$ cat src/rtl/lanczos_resample_mixer_core_assert.svh
// assertion macros for the resample mixer core
`ifndef LANCZOS_RESAMPLE_MIXER_CORE_ASSERT_SVH
`define LANCZOS_RESAMPLE_MIXER_CORE_ASSERT_SVH
`ifndef NO_ASSERTIONS
// same-cycle implication
`define LRMC_ASSERT_NOW(lbl, ante, cons) \
    lbl: assert property (@(posedge clk) disable iff (!rst_n) (ante) |-> (cons)) \
        else $error("lrmc assertion failed");
// next-cycle implication
`define LRMC_ASSERT_NEXT(lbl, ante, cons) \
    lbl: assert property (@(posedge clk) disable iff (!rst_n) (ante) |=> (cons)) \
        else $error("lrmc assertion failed");
`else
`define LRMC_ASSERT_NOW(lbl, ante, cons)
`define LRMC_ASSERT_NEXT(lbl, ante, cons)
`endif
`endif

$ cat src/rtl/lrm_pkg.sv
`default_nettype none
// ----------------------------------------------------------------------------
// lrm_pkg
// shared types and codes for the lanczos resample mixer
// ----------------------------------------------------------------------------
package lrm_pkg;

    typedef enum logic
    {
        MODE_LOAD    = 1'b0,
        MODE_REQUEST = 1'b1
    } mode_t;

    typedef enum logic [2:0]
    {
        CFG_STEP_RATIO   = 3'd0,
        CFG_SRC_CHANNELS = 3'd1,
        CFG_SRC_FRAMES   = 3'd2,
        CFG_MIX_GAIN     = 3'd3,
        CFG_FRAME_LIMIT  = 3'd4
    } cfg_index_t;

    typedef enum logic [2:0]
    {
        ST_IDLE  = 3'd0,
        ST_TAP   = 3'd1,
        ST_DRAIN = 3'd2,
        ST_MIX   = 3'd3,
        ST_FIN   = 3'd4
    } back_state_t;

    typedef struct packed
    {
        logic [23:0] step_ratio;
        logic [3:0]  channels;
        logic [12:0] frames;
        logic [15:0] mix_gain;
        logic [15:0] frame_limit;
    } cfg_t;

    // one queued command: a memory load or a classified request
    typedef struct packed
    {
        logic        is_load;
        logic        ok;
        logic [12:0] base;
        logic [15:0] frac;
        logic [2:0]  ch;
        logic [15:0] value;
        logic [11:0] addr;
    } cmd_t;

    typedef struct packed
    {
        logic busy;
    } back_status_t;

endpackage
`default_nettype wire

$ cat src/rtl/lrm_front.sv
`default_nettype none
// ----------------------------------------------------------------------------
// lrm_front
// accepts transactions, forms the source position and classifies requests
// ----------------------------------------------------------------------------
module lrm_front #(
    parameter int MAX_CHANNELS = 8
) (
    input  wire logic          clk,
    input  wire logic          rst_n,
    input  wire logic          in_valid,
    output logic               in_ready,
    input  wire logic          mode,
    input  wire logic [11:0]   load_address,
    input  wire logic [15:0]   load_sample,
    input  wire logic [15:0]   out_frame,
    input  wire logic [2:0]    out_channel,
    input  wire logic [15:0]   prior_value,
    input  wire lrm_pkg::cfg_t cfg,
    output logic               push_valid,
    output lrm_pkg::cmd_t      push_cmd,
    input  wire logic          push_ready
);
    import lrm_pkg::*;

    logic        s_valid_reg;
    logic        s_valid_next;
    logic        s_mode_reg;
    logic [11:0] s_addr_reg;
    logic [15:0] s_value_reg;
    logic [15:0] s_frame_reg;
    logic [2:0]  s_ch_reg;
    logic [39:0] s_pos_reg;
    logic        accept;
    logic        frame_ok;
    logic        bound_ok;
    logic        chan_ok;
    logic        max_ok;

    assign in_ready = !s_valid_reg || push_ready;
    assign accept   = in_valid && in_ready;

    always_comb
    begin
        s_valid_next = s_valid_reg;
        if (accept)
        begin
            s_valid_next = 1'b1;
        end
        else if (push_ready)
        begin
            s_valid_next = 1'b0;
        end
    end

    always_ff @(posedge clk or negedge rst_n)
    begin
        if (!rst_n)
        begin
            s_valid_reg <= 1'b0;
        end
        else
        begin
            s_valid_reg <= s_valid_next;
        end
    end

    // position product is registered before the bound check
    always_ff @(posedge clk)
    begin
        if (accept)
        begin
            s_mode_reg  <= mode;
            s_addr_reg  <= load_address;
            s_value_reg <= (mode == MODE_REQUEST) ? prior_value : load_sample;
            s_frame_reg <= out_frame;
            s_ch_reg    <= out_channel;
            s_pos_reg   <= 40'(out_frame) * 40'(cfg.step_ratio);
        end
    end

    assign frame_ok = s_frame_reg < cfg.frame_limit;
    assign bound_ok = ({1'b0, s_pos_reg} + {17'b0, cfg.step_ratio})
                      <= {12'b0, cfg.frames, 16'h0000};
    assign chan_ok  = {1'b0, s_ch_reg} < cfg.channels;
    assign max_ok   = {1'b0, cfg.channels} <= 5'(MAX_CHANNELS);

    always_comb
    begin
        push_valid       = s_valid_reg;
        push_cmd.is_load = (s_mode_reg == MODE_LOAD);
        push_cmd.ok      = frame_ok && bound_ok && chan_ok && max_ok;
        push_cmd.base    = s_pos_reg[28:16];
        push_cmd.frac    = s_pos_reg[15:0];
        push_cmd.ch      = s_ch_reg;
        push_cmd.value   = s_value_reg;
        push_cmd.addr    = s_addr_reg;
    end

endmodule
`default_nettype wire

$ cat config.mk
export PLATFORM = sky130hd
export DESIGN_NAME = lrm_front
export DESIGN_NICKNAME = d
export VERILOG_FILES = /design/src/rtl/lanczos_resample_mixer_core_assert.svh /design/src/rtl/lrm_pkg.sv /design/src/rtl/lrm_front.sv
export SDC_FILE = /design/constraint.sdc
export NUM_CORES = 1
export LEC_CHECK = 0
export BUFFER_PORTS_ARGS = -buffer_cell sky130_fd_sc_hd__buf_2
export CORE_ASPECT_RATIO = 1.25
export CORE_MARGIN = 4
export CORE_UTILIZATION = 32
export CTS_CLUSTER_DIAMETER = 60
export DETAILED_ROUTE_END_ITERATION = 10
export PLACE_DENSITY = 0.47
export SYNTH_ARGS = -nofsm -noshare
export SYNTH_HDL_FRONTEND = slang
export SYNTH_SLANG_ARGS = --single-unit
export TNS_END_PERCENT = 100
$ cat constraint.sdc
create_clock -name clk -period 9 [get_ports clk]
set_input_delay 1.8 -clock clk [delete_from_list [all_inputs] [get_ports clk]]
set_output_delay 1.8 -clock clk [all_outputs]
set_load 0.01 [all_outputs]
## Word level (Yosys, flattened, before mapping)

Cells that the tools add are included.

- Output and inout bits: 64
- Logic and storage cells: 24
- Register bits: 89

- Multiply operators: 1
- Bitwise gates (word level): 1
- $add $sub $neg: 1
- Multiplexer cells: 3
- Reductions and logical operators: 7
- Order comparisons: 4

Operators by type and width:

| kind | count |
|---|---|
| 40-bit by 24-bit adder with 41-bit output | 1 |
| 41-bit by 29-bit <= comparator with 1-bit output | 1 |
| 16-bit by 24-bit multiplier with 40-bit output | 1 |
| 16-bit < comparator | 1 |
| 16-bit two-way mux | 1 |
| 4-bit <= comparator, second input constant | 1 |
| 1-bit logical AND | 4 |
| 3-bit by 4-bit < comparator with 1-bit output | 1 |
| 1-bit two-way mux | 2 |
| 2-bit nonzero test | 1 |
| 1-bit logical NOT | 1 |
| 1-bit logical OR | 1 |
| 1-bit NOT | 1 |

## Logic depth before layout (Yosys ltp)

Gate-level depths: netlist of the first run.

- Depth after elaboration: 5
- Gate-level depth with buffers: 24
- Depth with buffers taken out: 23

## Worst setup path before layout of the first run

No wires, ideal clock.

- Path kind: input-to-reg
- Start: in out_frame[1]
- End: reg s_pos_reg[36] (data pin)
- Stages on the path: 23
- Data arrival time: 7,654 ps
- Required time: 8,741 ps
- Path buffers: 1
- Slack: 1,087 ps
- Cell sequence: clkbuf_1 -> nand2_1 -> fa_1 -> inv_1 -> fa_1 -> inv_1 -> fa_1 -> inv_1 -> fa_1 -> fa_1 -> inv_1 -> fa_1 -> inv_1 -> ha_1 -> a21o_1 -> a221oi_2 -> a21oi_1 -> a2111oi_2 -> a211oi_1 -> o2111ai_1 -> nor3b_2 -> nor4bb_1 -> a211o_1

- Longest elaborated chain between the ends: 1

Ends and longest elaborated chain:

| element | line | source |
|---|---|---|
| start, declared | lrm_front.sv:16 | `input wire logic [15:0] out_frame,` |
| 16-bit by 24-bit multiplier with 40-bit output | lrm_front.sv:78 | `s_pos_reg <= 40'(out_frame) * 40'(cfg.step_ratio);` |
| end signal, assigned | lrm_front.sv:78 |  |
| end, declared | lrm_front.sv:33 | `logic [39:0] s_pos_reg;` |

Every way passes these cells.
A chain may end at the register's enable or synchronous reset.

==> flow_metrics.py, run 1 <==
metrics = {
    "setup_path": {
        "reg2regPathDepth": 3,
        "cp.arrival_ns": 6.83,
        "r2r_slack_ns": 6.91,
        "worstPathRequired_ns": 7.20,
        "r2r-end": "s_pos_reg[17]$_DFFE_PP_",
        "path_max_fanout": 6,
        "worst_path_max_delay_cell": "nor4b_4",
        "critPathTopFamily": "compound AO/OA/AOI/OAI gates",
        "cp_cell_sequence": "buf_2, ha_1, and3_4, and3_1, a41o_1, o41ai_2, nor4b_4, nor2_1, a21o_1, a21oi_2, xnor2_1, ha_1, nand4b_1, nor4_2, o2111ai_1, a2111oi_1, nand4_1, a2111oi_2, a31oi_1, nor4_2, buf_2",
        "cp-end-kind": "primary output",
        "cp_num_buf_inv": 2,
        "startpoint_type": "input port",
        "r2r-start": "push_valid$_DFFE_PN0P_",
        "slowest_delay_ns": 0.41,
        "path_class": "in -> out",
    },
    "die": {
        "start_util_pct": 32.3,
        "num_io_pins": 205,
        "core-area_um2": 54900,
        "fp.dieW_um": 219,
        "die_area_um2": 59300,
        "fp-row-count": 96,
        "die_height_um": 271,
    },
    "worst_hold_path": {
        "min_path_cells": 2,
        "hp-start": "push_valid$_DFFE_PN0P_",
        "hold_path_class": "reg -> reg",
        "hold-path-endpoint": "push_valid$_DFFE_PN0P_",
    },
    "detailed_routing": {
        "wl_per_cell_um": 18.3,
        "vias_per_cell": 4.77,
        "dr.pass1.iters": 5,
        "ant_nets": 0,
        "drt_iter0_drc": 577,
        "drc": 0,
        "vias": 13300,
        "wirelength_um": 50900,
    },
    "cells_and_area": {
        "largest_register_ffs": 40,
        "areaGrowthSynthToFinish_pct": 11.7,
        "multiInputGateArea_um2": 13100,
        "fill_cells": 5711,
        "layout_common_cells": "402 x inv_1, 307 x fa_1, 268 x nand2_1, 188 x buf_2, 167 x and2_1",
        "num_antenna_cells": 0,
        "nNetsFinal": 2663,
        "drive_gt1_share_pct": 13.4,
        "final_common_cell": "inv_1",
        "seq_area_um2": 2670,
    },
    "clock_network": {
        "numCtsBuffers": 9,
        "root_buffer": "clkbuf_16",
        "clkLatencyLatePin_ns": 0.36,
        "htreeDepth": 3,
        "cts_hold_buf": 0,
        "cts.clk_slew.worst_paths_ns": 0.06,
        "post_cts_buffers": 0,
        "cts_resized": 0,
        "cts_tree": "built",
        "cts_sinks": 89,
        "clk_path_buf_depth": 2,
    },
    "sta": {
        "max-slew-margin-rel_pct": 50.3,
        "setup_tns_ns": 0,
        "fin_crit_sh_pct": 95.9,
        "tightest_slew_ns": 0.745,
        "clock.fmax_mhz": 116,
        "finalMaxSlewViolations": 0,
        "skew_ns": 0.00703,
        "hold_viol": 0,
        "rsz0062_at_grt": "no",
        "min_period_ns": 8.63,
        "setup_viol": 0,
        "whs_ns": 0.601,
    },
    "grt": {
        "grtUsageTotal_pct": 17.4,
        "antenna_found_initial": 3,
        "grt-ovfl-total": 0,
        "grt_pass1_wl_um": 80700,
        "grt_start_max_net_pins": 47,
        "grt_pass1_vias": 14500,
    },
    "synth": {
        "netlist_instances": 1900,
        "async_reset_ff_share_pct": 1.12,
        "synth_edf_count": 88,
        "ys.flop_type": "edfxtp_1",
        "syn_nets": 2514,
        "yosysWarnings": 0,
        "yosysSeqAreaShare_pct": 15.0,
        "syn_area_um2": 17800,
        "synth-seq-cells": 89,
        "syn_area_per_cell_um2": 9.34,
        "synth_cell_types": 73,
    },
    "outcome": {
        "status": "finished clean",
    },
    "placed_design": {
        "dp_hpwl_um": 42800,
        "gp_congestion": 0.846,
        "io_buffers": 188,
    },
    "job": {
        "maxCapViolCount": 0,
    },
}
[cells by family (layout without fill, tap and decap cells)]
logic type | after synthesis | in the layout | synth area share (%)
mux | 21 | 21 | 1.32
buf+inv | 494 | 648 | 11.1
simple gates | 573 | 573 | 16.0
flops | 89 | 89 | 15.0
compound gates | 196 | 196 | 7.59
fa+ha+maj | 473 | 473 | 46.3
xor+xnor | 54 | 54 | 2.66
[worst max path at each step]
stage,cells past startpoint,from,endpoint,slack [ns]
after CTS,21,cfg[57],push_cmd[60],0.05
after floorplan,23,out_frame[1],s_pos_reg[36]$_DFFE_PP_,1.09
after global routing,23,cfg[49],push_cmd[60],0.03
after detailed placement,21,cfg[57],push_cmd[60],0.08
after global placement,21,cfg[57],push_cmd[60],0.08
final,21,cfg[56],push_cmd[60],0.37
[worst min-delay path, stage by stage, from the launching register on]
cell	delay, ns
dfrtp_1	0.34
nand2b_1	0.12
nand2b_1	0.10
[layout make-up]
| type | instances | area share [%] |
|---|---|---|
| multi-input cells | 1317 | 66.2 |
| flip-flops and latches | 89 | 13.5 |
| inverters | 402 | 7.61 |
| repair buffers | 230 | 6.33 |
| well taps | 735 | 4.64 |
| clock buffers | 9 | 1.14 |
| clock inverters | 7 | 0.618 |
[cell usage after synthesis (all sizes together), types with 6 or more instances]
cell | count | share of area [%]
a211oi | 12 | 0.54
nand2b | 10 | 0.35
o21bai | 7 | 0.30
xnor2 | 32 | 1.6
a21oi | 50 | 1.4
edfxtp | 88 | 15
nand4 | 10 | 0.35
clkbuf | 61 | 1.3
o21a | 15 | 0.63
nand3 | 9 | 0.25
nor3 | 16 | 0.45
or3 | 6 | 0.21
nor2 | 49 | 1.0
buf | 31 | 1.3
a21o | 24 | 1.0
a31oi | 8 | 0.28
xor2 | 22 | 1.1
o21ai | 29 | 0.82
and2 | 169 | 6.0
and3 | 9 | 0.35
mux2 | 19 | 1.2
inv | 402 | 8.5
fa | 307 | 35
ha | 166 | 12
nor2b | 8 | 0.28
nand2 | 268 | 5.7
[through the flow]
| stage | instances | instance area (µm²) | util (%) | setup WS (ns) |
|---|---|---|---|---|
| 3_3_place_gp | 2773 | 19500 | 35.5 | 0.0779 |
| 6_report | 2789 | 19800 | 36.1 | 0.370 |
| 3_5_place_dp | 2773 | 19500 | 35.5 | 0.0826 |
| 5_1_grt | 2789 | 19800 | 36.1 | 0.0318 |
| 4_1_cts | 2789 | 19800 | 36.1 | 0.0536 |
| 2_1_floorplan | 1900 | 17800 | - | 1.09 |
[metal layers]
| metal | vias to the layer above | global-route usage, % | share of wire, % |
|---|---|---|---|
| met5 | - | 0 | 0 |
| met4 | 0 | 3.34 | 1.5 |
| met3 | 47 | 1.35 | 3.4 |
| met2 | 238 | 33.0 | 54 |
| met1 | 6815 | 21.6 | 42 |
| li1 | 6192 | - | - |
Power of run 1 is not shown: default switching activity piles up to over one toggle a cycle in this logic, so the estimate is an artifact.
==> inputs of run 2 (changes only) <==
- CTS_BUF_LIST: not set -> sky130_fd_sc_hd__clkbuf_4 sky130_fd_sc_hd__clkbuf_8
==> flow_metrics.py, run 2 (synthesis results as in run 1) <==
metrics = {
    "outcome": {
        "status": "finished clean",
    },
    "setup_path": {
        "cp_common_cell": "nand4_1",
        "path_class": "in -> out",
        "slowest_delay_ns": 0.40,
        "startpoint_type": "input port",
        "r2r-end": "s_frame_reg[8]$_DFFE_PP_",
        "r2r_slack_ns": 6.90,
        "path_max_fanout": 4,
        "cp_cell_sequence": "buf_2, ha_1, and2_0, and3_1, a41o_1, o41ai_2, nor4b_4, buf_4, nor4_4, o21a_1, nand4_1, xnor2_1, ha_1, nand4_1, a31oi_1, o2111ai_1, a2111oi_1, nand4_1, a2111oi_2, a31oi_1, nor4_2, buf_2",
        "reg2regPathDepth": 3,
        "r2r-start": "push_valid$_DFFE_PN0P_",
        "worstPathRequired_ns": 7.20,
        "cp-end-kind": "primary output",
        "worst_path_max_delay_cell": "o41ai_2",
        "cp.arrival_ns": 6.79,
    },
    "cells_and_area": {
        "drive_gt1_share_pct": 13.6,
        "largest_register_ffs": 40,
        "multiInputGateArea_um2": 13100,
        "seq_area_um2": 2670,
        "final_common_cell": "inv_1",
        "nNetsFinal": 2666,
        "areaGrowthSynthToFinish_pct": 11.3,
        "instances_no_fill": 2793,
        "fill_cells": 5715,
        "layout_common_cells": "402 x inv_1, 307 x fa_1, 268 x nand2_1, 188 x buf_2, 167 x and2_1",
    },
    "clock_network": {
        "cts_tree": "built",
        "clkLatencyLatePin_ns": 0.38,
        "htreeDepth": 3,
        "cts_hold_buf": 0,
        "root_buffer": "clkbuf_8",
        "clk_path_buf_depth": 2,
        "numCtsBuffers": 9,
        "cts.clk_slew.worst_paths_ns": 0.09,
        "cts_sinks": 89,
    },
    "worst_hold_path": {
        "hp-start": "push_valid$_DFFE_PN0P_",
        "hold_path_class": "reg -> reg",
        "min_path_cells": 2,
        "hold-path-endpoint": "push_valid$_DFFE_PN0P_",
    },
    "detailed_routing": {
        "drc": 0,
        "vias": 13300,
        "vias_per_cell": 4.77,
        "wirelength_um": 50900,
        "ant_nets": 0,
        "dr.pass1.iters": 5,
        "wl_per_cell_um": 18.2,
        "drt_iter0_drc": 572,
    },
    "sta": {
        "skew_ns": 0.0122,
        "rsz0062_at_grt": "no",
        "finalMaxSlewViolations": 0,
        "fin_crit_sh_pct": 95.4,
        "hold_viol": 0,
        "min_period_ns": 8.59,
        "clock.fmax_mhz": 116,
        "setup_tns_ns": 0,
        "tightest_slew_ns": 0.724,
        "max-slew-margin-rel_pct": 51.7,
        "setup_viol": 0,
    },
    "die": {
        "start_util_pct": 32.3,
        "fp-row-count": 96,
        "num_io_pins": 205,
        "fp.dieW_um": 219,
        "core-area_um2": 54900,
        "die_area_um2": 59300,
        "die_height_um": 271,
    },
    "grt": {
        "grt_pass1_wl_um": 80600,
        "antenna_found_initial": 3,
        "grt-ovfl-total": 0,
        "grtUsageTotal_pct": 17.4,
        "grt_pass1_vias": 14500,
        "grt_start_max_net_pins": 47,
    },
    "placed_design": {
        "dp_hpwl_um": 42800,
        "io_buffers": 188,
        "dp.cells": 2773,
        "gp_congestion": 0.846,
    },
    "job": {
        "maxCapViolCount": 0,
    },
}
-- run 2: worst max-delay path: cells and delay by family --
kind | cells | cell delay, ns
AO/OA/AOI/OAI | 8 | 2.14
XOR/XNOR | 1 | 0.09
adder cells (fa/ha/maj) | 2 | 0.65
buffers and inverters | 3 | 0.51
AND/OR/NAND/NOR | 8 | 1.60
-- run 2: metal layers --
| layer | vias up | GRT usage (%) | routed length [µm] |
|---|---|---|---|
| met5 | - | 0 | 0 |
| met4 | 0 | 3.13 | 684 |
| met1 | 6840 | 21.6 | 21300 |
| met3 | 42 | 1.33 | 1620 |
| met2 | 232 | 33.0 | 27300 |
| li1 | 6200 | - | - |
-- run 2: worst max path at each step --
stage	from	to	cells past startpoint
global placement	cfg[57]	push_cmd[60]	21
CTS	cfg[57]	push_cmd[60]	21
finish	cfg[57]	push_cmd[60]	22
detailed placement	cfg[57]	push_cmd[60]	21
floorplan	out_frame[1]	s_pos_reg[36]$_DFFE_PP_	23
global route	cfg[56]	push_cmd[60]	22
-- run 2: what timing repair did --
item	in CTS	in global routing
gates resized for setup	0	4
buffers inserted	0	3
setup endpoints to repair	0	1
-- run 2: through the flow --
stage / hold slack [ns] / setup slack, ns / utilization (%) / instance area, µm²
floorplan: 0.622 / 1.09 / - / 17800
global placement: 0.575 / 0.0779 / 35.5 / 19500
detailed placement: 0.603 / 0.0826 / 35.5 / 19500
CTS: 0.626 / 0.0536 / 35.9 / 19700
global route: 0.664 / 0.0485 / 36.0 / 19800
finish: 0.607 / 0.414 / 36.0 / 19800
-- run 2: cell type report --
class                      instances  area share, %
sequential                        89           13.5
inverter                         402           7.64
antenna                            1         0.0127
timing repair buffer             233           6.47
tap                              735           4.66
multi-input combinational       1317           66.5
clock inverter                     7          0.621
clock buffer                       9          0.627
Power of run 2 is left out for the same reason.
