**src/rtl/lanczos_resample_mixer_core_assert.svh**
```systemverilog
// assertion macros for the resample mixer core
`ifndef LANCZOS_RESAMPLE_MIXER_CORE_ASSERT_SVH
`define LANCZOS_RESAMPLE_MIXER_CORE_ASSERT_SVH
`ifndef NO_ASSERTIONS
// same-cycle implication
`define LRMC_ASSERT_NOW(lbl, ante, cons) \
    lbl: assert property (@(posedge clk) disable iff (!rst_n) (ante) |-> (cons)) \
        else $error("lrmc assertion failed");
// next-cycle implication
`define LRMC_ASSERT_NEXT(lbl, ante, cons) \
    lbl: assert property (@(posedge clk) disable iff (!rst_n) (ante) |=> (cons)) \
        else $error("lrmc assertion failed");
`else
`define LRMC_ASSERT_NOW(lbl, ante, cons)
`define LRMC_ASSERT_NEXT(lbl, ante, cons)
`endif
`endif

```
**src/rtl/lrm_pkg.sv**
```systemverilog
`default_nettype none
// ----------------------------------------------------------------------------
// lrm_pkg
// shared types and codes for the lanczos resample mixer
// ----------------------------------------------------------------------------
package lrm_pkg;

    typedef enum logic
    {
        MODE_LOAD    = 1'b0,
        MODE_REQUEST = 1'b1
    } mode_t;

    typedef enum logic [2:0]
    {
        CFG_STEP_RATIO   = 3'd0,
        CFG_SRC_CHANNELS = 3'd1,
        CFG_SRC_FRAMES   = 3'd2,
        CFG_MIX_GAIN     = 3'd3,
        CFG_FRAME_LIMIT  = 3'd4
    } cfg_index_t;

    typedef enum logic [2:0]
    {
        ST_IDLE  = 3'd0,
        ST_TAP   = 3'd1,
        ST_DRAIN = 3'd2,
        ST_MIX   = 3'd3,
        ST_FIN   = 3'd4
    } back_state_t;

    typedef struct packed
    {
        logic [23:0] step_ratio;
        logic [3:0]  channels;
        logic [12:0] frames;
        logic [15:0] mix_gain;
        logic [15:0] frame_limit;
    } cfg_t;

    // one queued command: a memory load or a classified request
    typedef struct packed
    {
        logic        is_load;
        logic        ok;
        logic [12:0] base;
        logic [15:0] frac;
        logic [2:0]  ch;
        logic [15:0] value;
        logic [11:0] addr;
    } cmd_t;

    typedef struct packed
    {
        logic busy;
    } back_status_t;

endpackage
`default_nettype wire

```
**src/rtl/lrm_queue.sv**
```systemverilog
`default_nettype none
// ----------------------------------------------------------------------------
// lrm_queue
// two entry command queue between front and back
// ----------------------------------------------------------------------------
module lrm_queue (
    input  wire logic          clk,
    input  wire logic          rst_n,
    input  wire logic          push_valid,
    input  wire lrm_pkg::cmd_t push_cmd,
    output logic               push_ready,
    output logic               pop_valid,
    output lrm_pkg::cmd_t      pop_cmd,
    input  wire logic          pop
);
    import lrm_pkg::*;

    cmd_t       entry_reg [2];
    logic       wr_ptr_reg;
    logic       wr_ptr_next;
    logic       rd_ptr_reg;
    logic       rd_ptr_next;
    logic [1:0] count_reg;
    logic [1:0] count_next;
    logic       do_push;
    logic       do_pop;

    assign push_ready = count_reg != 2'd2;
    assign pop_valid  = count_reg != 2'd0;
    assign pop_cmd    = entry_reg[rd_ptr_reg];
    assign do_push    = push_valid && push_ready;
    assign do_pop     = pop && pop_valid;

    always_comb
    begin
        wr_ptr_next = wr_ptr_reg ^ do_push;
        rd_ptr_next = rd_ptr_reg ^ do_pop;
        count_next  = count_reg + 2'(do_push) - 2'(do_pop);
    end

    always_ff @(posedge clk or negedge rst_n)
    begin
        if (!rst_n)
        begin
            wr_ptr_reg <= 1'b0;
            rd_ptr_reg <= 1'b0;
            count_reg  <= 2'd0;
        end
        else
        begin
            wr_ptr_reg <= wr_ptr_next;
            rd_ptr_reg <= rd_ptr_next;
            count_reg  <= count_next;
        end
    end

    always_ff @(posedge clk)
    begin
        if (do_push)
        begin
            entry_reg[wr_ptr_reg] <= push_cmd;
        end
    end

endmodule
`default_nettype wire

```
**config.mk**
```make
export PLATFORM = sky130hd
export DESIGN_NAME = lrm_queue
export DESIGN_NICKNAME = d
export VERILOG_FILES = /design/src/rtl/lanczos_resample_mixer_core_assert.svh /design/src/rtl/lrm_pkg.sv /design/src/rtl/lrm_queue.sv
export SDC_FILE = /design/constraint.sdc
export NUM_CORES = 1
export LEC_CHECK = 0
export BUFFER_PORTS_ARGS = -buffer_cell sky130_fd_sc_hd__buf_2
export CORE_MARGIN = 10
export CORE_UTILIZATION = 43
export CTS_CLUSTER_SIZE = 30
export DETAILED_ROUTE_END_ITERATION = 8
export GPL_TIMING_DRIVEN = 1
export MAX_ROUTING_LAYER = met4
export PLACE_DENSITY = 0.68
export SYNTH_ARGS = -nofsm -noshare
export SYNTH_HDL_FRONTEND = slang
export SYNTH_SLANG_ARGS = --single-unit
```
**constraint.sdc**
```tcl
create_clock -name clk -period 7.94 [get_ports clk]
set_clock_uncertainty 0.05 [all_clocks]
set_input_delay 1.191 -clock clk [delete_from_list [all_inputs] [get_ports clk]]
set_output_delay 1.191 -clock clk [all_outputs]
set_load 0.05 [all_outputs]
```
== Word level (Yosys, flattened, before mapping) ==
Memories as Yosys holds them, arrays and structs flattened.
Index checks and enable logic that the tools add are counted.
Storage, ports and cells
  register bits: 4
  memory bits (writable): 124
  bits of input ports: 66
  output and inout port bits: 64
  logic and storage cells: 14
  memories kept: 1
Memory list
  entry_reg: words 2, width 62, read ports 1, clocked after memory_dff 0, wr ports 1, RTL line lrm_queue.sv:18  | cmd_t entry_reg [2];
Operators by class
  add/subtract/negate cells: 2
  equality and inequality tests: 1
  multiplexer cells: 2
  bitwise operators: 2
  reduce and logical (&&, ||, !) cells: 3
Operator list (count)
  2-bit by 1-bit adder with 2-bit output: 1
  1-bit logical AND: 2
  1-bit 2-to-1 mux: 2
  2-bit inequality test (second input constant): 1
  2-bit nonzero test: 1
  2-bit by 1-bit subtractor with 2-bit output: 1
  1-bit XOR: 2

== Logic depth before layout (Yosys ltp) ==
Gate-level depths: netlist of the first run.
  word-level depth: 4
  depth in mapped cells: 5
  gate-level depth less buffers: 5

== Worst setup path before layout of the first run ==
Ideal clock, no wire load.
  path type: input to register
  start point: in push_valid
  end point: mem entry_reg[0][0] in the netlist's numbering (enable)
  library setup time: 427 ps
  arrival: 2808 ps
  required time: 7463 ps
  slack: 4655 ps
  cell stages on the path: 2
  buffers on the path: 0
  cells stage by stage: and2_1 ha_1
Between the ends
  word-level cells in the longest chain between the ends: 3
RTL lines
  start: declaration: RTL line lrm_queue.sv:9  | input wire logic push_valid,
  1-bit logical AND: RTL line lrm_queue.sv:31  | assign do_push = push_valid && push_ready;
  1-bit 2-to-1 mux: RTL line lrm_queue.sv:59  | if (do_push)
  1-bit 2-to-1 mux (implied by the code): RTL line lrm_queue.sv:61  | entry_reg[wr_ptr_reg] <= push_cmd;
  end: declaration: RTL line lrm_queue.sv:18
No other way between the ends.

==> flow_summary_export.csv, run 1 <==
group,metric,value,unit
placed_design,place_ws,4782,ps
clocking,cts.sink_count,128,
route,drt_first_pass_iters,4,
route,vias_per_cell,4.726,
cells_and_area,finalNonFillerCells,514,
setup_path,cp-startpoint,"rd_ptr_reg$_DFF_PN0_",
route,drc,0,
outcome,status,"finished clean",
hold_path,hold_path_class,"in -> async",
setup_path,cp-start-kind,"flip-flop",
clocking,postCtsSetupBuffers,0,
pwr,leakagePower,2.294,nW
clocking,cts-buffers-inserted,17,
sta,rsz0062_at_grt,"false",
cells_and_area,largest_reg_flops,124,
clocking,clock-root-buffer,"clkbuf_8",
route,antenna_left,0,
clocking,cts_resized,0,
route,route.vias.total,2429,
setup_path,cp_slowest_cell,"buf_4",
route,wirelength,9179,um
die,dieWidth,124.8,um
setup_path,worstPathArrival,2320,ps
die,die_h,124.8,um
sta,relSlewSlack,52.97,%
setup_path,cp.required,6700,ps
setup_path,reg2reg_depth,4,
die,core,10790,um^2
synthesis,syn_inst,216,
sta,timing.final.max_slew_violations,0,
sta,hold_viol,0,
clocking,htreeDepth,4,
synthesis,yosys_warnings,0,
sta,setup_viol,0,
clocking,cts_tree,"built",
sta,max_freq,280.7,MHz
flow_run,maxCapViolations,0,
cells_and_area,final_common_cell,"buf_2",
cells_and_area,area_growth,28.78,%
cells_and_area,multiInputGateArea,823.3,um^2
cells_and_area,layout-drive-gt1-share,61.13,%
synthesis,ys_ff_latch,128,
placed_design,portBuffers,129,
sta,min_period_over_period,44.87,%
grt,grt_antenna_before_repair,1,
placed_design,place_inst,481,
pwr,p_per_area,457.5,nW/um^2
clocking,cts-hold-fix-buffers,0,
placed_design,dp_hpwl,6208,um
cells_and_area,regArea,3825,um^2
synthesis,syn-cell-area,4726,um^2
synthesis,syn_area_per_cell,21.88,um^2
cells_and_area,nets,428,
grt,grtUsageTotal,12.12,%
setup_path,crit_chain,"buf_4, mux2_2, buf_2",
setup_path,cp-end-kind,"output port",
die,placementRows,38,
pwr,irDropWorstVdd,0.2222,mV
cells_and_area,final_cell_mix,"129 x buf_2, 124 x edfxtp_1, 62 x mux2_2",
sta,setup_ws,4377,ps
sta,worst_slew_pin_slew,705.4,ps
sta,period_needed,3563,ps
clocking,path_clk_slew,60,ps
synthesis,synth_cell_type_count,20,
die,start_util,43.79,%
setup_path,r2r_start,"count_reg[0]$_DFF_PN0_",
clocking,clockBufferDepth,2,
grt,grt_pass1_wl,14200,um
setup_path,critPathMaxStageDelay,580,ps
route,wire_per_inst,17.86,um
synthesis,syn_nets,284,
grt,grt_overflow,0,
sta,setup_tns,0,ps
placed_design,globalplace.congestion,0.7100,
setup_path,r2r_setup_slack,5550,ps
route,drt_iter0_markers,104,
die,ios,130,
grt,grt_pass1_vias,2703,
grt,grt_max_degree,52,
die,die_area,15580,um^2
clocking,clock_latency,500,ps
setup_path,crit_fanout,51,
setup_path,critical_path_class,"reg -> out",
synthesis,ys_seq_area_share,80.91,%
cells_and_area,fill_cells,861,
[worst max-delay path: cells and delay by family, from the launching register on]
| kind | cells | cell delay (ps) |
|---|---|---|
| buffers and inverters | 2 | 790 |
| flip-flops | 1 | 540 |
| multiplexers | 1 | 410 |
[routing by layer]
layer,global-route usage [%],vias up,routed length [um]
li1,-,1148,-
met1,13.41,1181,3894
met2,19.45,88,4649
met3,4.553,12,531
met4,4.878,0,103
met5,-,-,0
[final cells by class]
| cell class | count | share of cell area [%] |
|---|---|---|
| clock inverter | 15 | 2.796 |
| inverter | 2 | 0.1234 |
| sequential | 128 | 62.85 |
| tap | 140 | 2.878 |
| timing repair buffer | 132 | 10.98 |
| multi-input combinational | 79 | 13.53 |
| clock buffer | 17 | 6.805 |
| antenna | 1 | 0.04112 |
[path summary, 6_finish.rpt]
check,end
hold / removal,wr_ptr_reg$_DFF_PN0_
setup reg to reg,entry_reg[0][59]$_DFFE_PP_
hold reg to reg,wr_ptr_reg$_DFF_PN0_
max in group asynchronous,rd_ptr_reg$_DFF_PN0_
min in group clk,wr_ptr_reg$_DFF_PN0_
setup / recovery,pop_cmd[13]
[power by group]
| part | internal [W] | total [W] | switching, W | leakage (nW) |
|---|---|---|---|---|
| Clock | 0.000474 | 0.000751 | 0.000276 | 0.267 |
| Combinational | 0.000282 | 0.00106 | 0.000778 | 0.827 |
| Sequential | 0.000925 | 0.000973 | 0.0000482 | 1.20 |
| Total | 0.00168 | 0.00278 | 0.00110 | 2.29 |
[synth_stat cells]
| cell | instances | share of area, % |
|---|---|---|
| nand2_1 | 1 | 0.079 |
| buf_4 | 1 | 0.16 |
| buf_6 | 6 | 1.4 |
| xnor2_1 | 2 | 0.37 |
| dfrtp_1 | 4 | 2.1 |
| mux2_2 | 62 | 15 |
| ha_1 | 2 | 0.53 |
| edfxtp_1 | 124 | 79 |
| nand3_1 | 1 | 0.11 |
| a21bo_1 | 1 | 0.21 |
| and3_1 | 1 | 0.13 |
| and2_1 | 1 | 0.13 |
| inv_1 | 2 | 0.16 |
| nand2b_1 | 1 | 0.13 |
| a211oi_1 | 1 | 0.16 |
| or2_2 | 1 | 0.13 |
| nor2b_1 | 1 | 0.13 |
| a32oi_1 | 1 | 0.19 |
| nor2_1 | 2 | 0.16 |
| o21ai_0 | 1 | 0.11 |
[metrics by stage]
| stage | util, % | area (um^2) | hold slack, ps | power, W |
|---|---|---|---|---|
| floorplan | - | 4726 | 517.1 | 0.001856 |
| global placement | 50.95 | 5499 | 541.8 | 0.002055 |
| detailed placement | 50.95 | 5499 | 574.5 | 0.002070 |
| CTS | 56.36 | 6083 | 399.1 | 0.002828 |
| global route | 56.39 | 6086 | 404.3 | 0.002913 |
| finish | 56.39 | 6086 | 427.0 | 0.002784 |
[kinds of logic after synthesis]
kind of cell	after synthesis	synth area share, %
multiplexers	62	14.77
AO/OA/AOI/OAI	4	0.6619
XOR/XNOR	2	0.3707
adder cells (fa/ha/maj)	2	0.5294
flip-flops	128	80.91
buffers and inverters	9	1.747
AND/OR/NAND/NOR	9	1.006
No activity file was read; power rests on OpenSTA's default activity.
==> run 2, diff against run 1 <==
clock period = 3.3 ns   (was 7.94 ns; I/O delays follow)
==> run 2 against run 1 <==
  * Setup slack worse by 3700 ps
  * Sequential power up 140%
  * Critical path depth unchanged
  * Critical path type unchanged
  * Clock power rose to 2.5 times the previous value
  * Routed wire length down 0.62%
  * Largest cell class unchanged
  * Worst hold slack worse by 300 ps
==> flow_summary_export.csv, run 2 (synthesis results as in run 1) <==
group,metric,value,unit
setup_path,cp_slowest_cell,"dfrtp_2",
placed_design,portBuffers,129,
sta,timing.final.max_slew_violations,0,
setup_path,cp-end-kind,"output port",
pwr,p_per_area,1108,nW/um^2
cells_and_area,fill_cells,844,
route,drt_first_pass_iters,5,
route,route.vias.total,2442,
route,wl_met1,3644,um
placed_design,globalplace.congestion,0.7470,
clocking,cts_tree,"built",
clocking,clockBufferDepth,2,
flow_run,maxCapViolations,0,
die,start_util,43.79,%
cells_and_area,regArea,3825,um^2
setup_path,critPathMaxStageDelay,560,ps
route,antenna_left,0,
grt,grt_overflow,0,
sta,worst_slew_pin_slew,350.7,ps
sta,period_needed,2575,ps
hold_path,hold_path_class,"in -> reg",
setup_path,worstPathArrival,2030,ps
setup_path,cp.required,2750,ps
die,die_h,124.8,um
setup_path,cp-start-kind,"flip-flop",
sta,relSlewSlack,76.62,%
cells_and_area,nets,429,
cells_and_area,final_common_cell,"buf_2",
setup_path,critical_path_class,"reg -> out",
cells_and_area,layout-drive-gt1-share,61.50,%
grt,grt_max_degree,55,
clocking,clock-root-buffer,"clkbuf_8",
route,wl_met2,4746,um
clocking,path_clk_slew,60,ps
cells_and_area,multiInputGateArea,823.3,um^2
route,drc,0,
setup_path,crit_buf_inv,2,
placed_design,dp_hpwl,6119,um
pwr,irDropWorstVdd,0.5865,mV
cells_and_area,final_cell_mix,"129 x buf_2, 124 x edfxtp_1, 62 x mux2_2",
clocking,cts-buffers-inserted,17,
route,routed.top_layer,"met4",
setup_path,path_delay_family,"flip-flops",
sta,setup_viol,0,
cells_and_area,largest_reg_flops,124,
clocking,htreeDepth,4,
route,vias_per_cell,4.742,
route,wirelength,9122,um
setup_path,crit_chain,"buf_12, mux2_2, buf_2",
pwr,leakagePower,2.343,nW
sta,max_freq,388.3,MHz
clocking,cts.sink_count,128,
grt,grtUsageTotal,12.23,%
sta,rsz0062_at_grt,"false",
cells_and_area,finalNonFillerCells,515,
route,wire_per_inst,17.71,um
outcome,status,"finished clean",
setup_path,crit_fanout,51,
route,drt_iter0_markers,126,
die,core,10790,um^2
sta,min_period_over_period,78.04,%
route,wl_met3,625,um
sta,setup_tns,0,ps
grt,grt_pass1_vias,2740,
die,placementRows,38,
die,ios,130,
clocking,postCtsSetupBuffers,0,
die,dieWidth,124.8,um
sta,hold_viol,0,
grt,grt_pass1_wl,14400,um
placed_design,place_inst,481,
clocking,cts_resized,0,
die,die_area,15580,um^2
cells_and_area,area_growth,30.50,%
clocking,clock_latency,510,ps
grt,grt_antenna_before_repair,1,
run 2: power by group:
group          total (W)  internal [W]  leakage (nW)  switching (W)
sequential       0.00234       0.00222          1.20       0.000118
clock            0.00190       0.00124         0.300       0.000657
combinational    0.00260      0.000719         0.842        0.00188
run 2: path summary, 6_finish.rpt:
check / from / to / slack (ps) / cells after the start
max in group asynchronous: rst_n / rd_ptr_reg$_DFF_PN0_ / 2770 / 2
worst max register to register: count_reg[0]$_DFF_PN0_ / entry_reg[0][49]$_DFFE_PP_ / 1480 / 4
worst min register to register: count_reg[0]$_DFF_PN0_ / count_reg[0]$_DFF_PN0_ / 580 / 1
worst max-delay path: rd_ptr_reg$_DFF_PN0_ / pop_cmd[46] / 720 / 3
worst min-delay path: push_cmd[28] / entry_reg[1][28]$_DFFE_PP_ / 120 / 1
min in group asynchronous: rst_n / wr_ptr_reg$_DFF_PN0_ / 290 / 2
run 2: metrics by stage:
stage	utilization, %	setup WS [ps]	hold slack [ps]	cell area [um^2]	power (W)
floorplan	-	241.2	149.4	4726	0.004465
global placement	51.30	1260	258.3	5537	0.004984
detailed placement	51.30	1260	261.2	5537	0.005013
CTS	57.12	699.9	95.34	6165	0.006932
global route	57.14	633.2	92.86	6167	0.007141
finish	57.14	724.7	123.4	6167	0.006836
run 2: worst reg2reg max path, cell delays in order (launching register included):
cell	delay, ps
dfrtp_1	430
nand2b_1	180
and2_1	140
ha_2	340
buf_12	340
run 2: per-layer routing:
layer	GRT usage [%]	vias up
met5	-	-
met4	4.878	0
met3	5.404	10
met2	20.44	81
met1	12.33	1202
li1	-	1149
run 2: what timing repair did:
action,in CTS,in global routing
hold buffers,1,0
endpoints found under the hold margin,4,0
setup endpoints to repair,0,0
run 2: area by class of cell:
cell class	count	area share, %
Sequential cell	128	62.02
Multi-Input combinational cell	79	13.35
Timing Repair Buffer	133	11.60
Clock buffer	18	6.939
Clock inverter	14	3.084
Tap cell	140	2.840
Inverter	2	0.1217
Antenna cell	1	0.04058
==> run 3, diff against run 2 <==
ABC_AREA = 1   (was not set)
clock period = 2.7 ns   (was 3.3 ns; I/O delays follow)
==> run 3 against run 2 <==
  * Clock-buffer cell count decreased by 1
  * Setup slack got worse by 470 ps
  * Sequential share of layout area increased by 0.16 points
  * Critical path depth increased by 1
  * Critical path type unchanged
  * Highest routed layer unchanged
==> flow_summary_export.csv, run 3 <==
group,metric,value,unit
outcome,status,"finished clean",
synthesis,syn_inst,355,
clocking,clock_latency,500,ps
synthesis,yosysTopAreaCell,"edfxtp_1",
cells_and_area,area_growth,29.03,%
sta,rsz0062_at_grt,"false",
die,die_h,125.3,um
sta,min_period_over_period,90.54,%
die,placementRows,38,
cells_and_area,postLayoutCoreUtil,56.74,%
sta,worst_slew_pin_slew,680.0,ps
synthesis,ys_seq_area_share,80.21,%
sta,relSlewSlack,54.66,%
synthesis,yosysMostFrequentCell,"nand2_1",
sta,hold_viol,0,
cells_and_area,largest_reg_flops,124,
cells_and_area,layout-drive-gt1-share,32.48,%
hold_path,hold_path_class,"in -> reg",
placed_design,portBuffers,129,
synthesis,yosys_warnings,0,
grt,grt_pass1_wl,15570,um
die,ios,130,
clocking,htreeDepth,4,
route,wire_per_inst,15.17,um
grt,grtUsageTotal,12.92,%
grt,grt_overflow,0,
synthesis,yosys-top-cells-count,"195 x nand2_1, 124 x edfxtp_1, 9 x inv_1",
clocking,cts-buffers-inserted,17,
route,vias_per_cell,4.603,
synthesis,synthFlopType,"edfxtp_1",
clocking,path_clk_slew,60,ps
cells_and_area,final_common_cell,"nand2_1",
synthesis,synth_area_leaders,"edfxtp_1 78%, nand2_1 15%, dfrtp_1 2.1%",
die,dieWidth,125.3,um
setup_path,cp-end-kind,"output port",
sta,timing.final.max_slew_violations,0,
setup_path,cp_slowest_cell,"buf_4",
clocking,cts_resized,0,
grt,grt_antenna_before_repair,0,
grt,grt_pass1_vias,3156,
synthesis,syn-cell-area,4767,um^2
sta,setup_viol,0,
synthesis,ys_ff_latch,128,
route,drt_first_pass_iters,4,
route,wirelength,9830,um
synthesis,syn_area_per_cell,13.43,um^2
setup_path,cp-start-kind,"flip-flop",
route,route.vias.total,2983,
setup_path,critical_path_class,"reg -> out",
setup_path,crit_fanout,62,
synthesis,synth_top_area_share,78.11,%
synthesis,async_flop_share,3.125,%
setup_path,critPathMaxStageDelay,560,ps
setup_path,cp.required,2250,ps
cells_and_area,final_cell_mix,"195 x nand2_1, 129 x buf_2, 124 x edfxtp_1",
synthesis,synth_cell_type_count,14,
die,core,10840,um^2
placed_design,globalplace.congestion,0.7684,
synthesis,syn_nets,423,
setup_path,crit_chain,"buf_4, nand2_1, nand2_1, buf_2",
route,drt_iter0_markers,198,
cells_and_area,num_antenna_cells,0,
grt,grt_max_degree,64,
setup_path,path_common_cell,"nand2_1",
clocking,cts_tree,"built",
clocking,clockBufferDepth,2,
cells_and_area,nets,564,
sta,period_needed,2444,ps
clocking,cts.sink_count,128,
setup_path,worstPathArrival,1990,ps
die,start_util,43.98,%
sta,max_freq,409.1,MHz
synthesis,synth_edf_count,124,
clocking,clock-root-buffer,"clkbuf_8",
route,antenna_left,0,
placed_design,dp_hpwl,6545,um
flow_run,maxCapViolations,0,
die,die_area,15700,um^2
route,drc,0,
-- run 3: layout make-up --
cell class              count  area, um^2
fillers                   914        4690
flip-flops and latches    128        3825
multi-input cells         204       803.3
repair buffers            135       718.2
clock buffers              17       414.1
well taps                 140       175.2
clock inverters            14       172.7
inverters                  10       42.54
-- run 3: path summary, 6_finish.rpt --
check / from / end / slack (ps) / cells after the start
setup / recovery: rd_ptr_reg$_DFF_PN0_ / pop_cmd[61] / 260 / 4
hold / removal: push_cmd[19] / entry_reg[0][19]$_DFFE_PP_ / 40 / 1
setup reg to reg: count_reg[0]$_DFF_PN0_ / entry_reg[0][33]$_DFFE_PP_ / 850 / 6
hold reg to reg: count_reg[0]$_DFF_PN0_ / count_reg[0]$_DFF_PN0_ / 520 / 1
max in group asynchronous: rst_n / rd_ptr_reg$_DFF_PN0_ / 2290 / 2
min in group asynchronous: rst_n / count_reg[0]$_DFF_PN0_ / 180 / 2
-- run 3: worst max-delay path, delay by kind of cell, from the launching register on --
kind,cells,cell delay [ps]
buffers and inverters,2,830
DFF,1,400
and+or+nand+nor,2,230
-- run 3: metal layers --
layer | GRT usage, % | routed length (um) | vias to the layer above
met3 | 5.112 | 656 | 9
met1 | 14.64 | 4240 | 1412
li1 | - | - | 1470
met5 | - | 0 | -
met2 | 20.27 | 4838 | 92
met4 | 4.946 | 94 | 0
-- run 3: stage by stage --
stage / cells / worst slack, ps / cell area [um^2] / hold slack, ps / setup TNS [ps]
floorplan: 355 / -329.5 / 4772 / 59.41 / -20430
detailed placement: 616 / 778.7 / 5554 / 166.3 / 0
global placement: 616 / 799.9 / 5554 / 167.3 / 0
CTS: 648 / 219.4 / 6151 / 6.705 / 0
global route: 648 / 93.60 / 6151 / 11.94 / 0
finish: 648 / 255.5 / 6151 / 35.57 / 0
-- run 3: cells by family (layout without fill, tap and decap cells) --
logic type | count (synthesis) | in the layout | share of synthesized area, %
AOI/OAI and AO/OA | 1 | 1 | 0.1049
buffers and inverters | 23 | 176 | 3.149
xor gates and xnor gates | 1 | 1 | 0.1838
and+or+nand+nor | 200 | 200 | 15.83
DFF | 128 | 128 | 80.21
adders and majority gates | 2 | 2 | 0.5249
-- run 3: timing repair --
action / in CTS / in global routing
endpoints found under the hold margin: 4 / 0
hold buffers: 1 / 0
buffers inserted: 0 / 0
Power of run 3 is left out: the tool's default activity adds up to more than one toggle a clock period on the data nets, which glitch-free logic cannot reach.
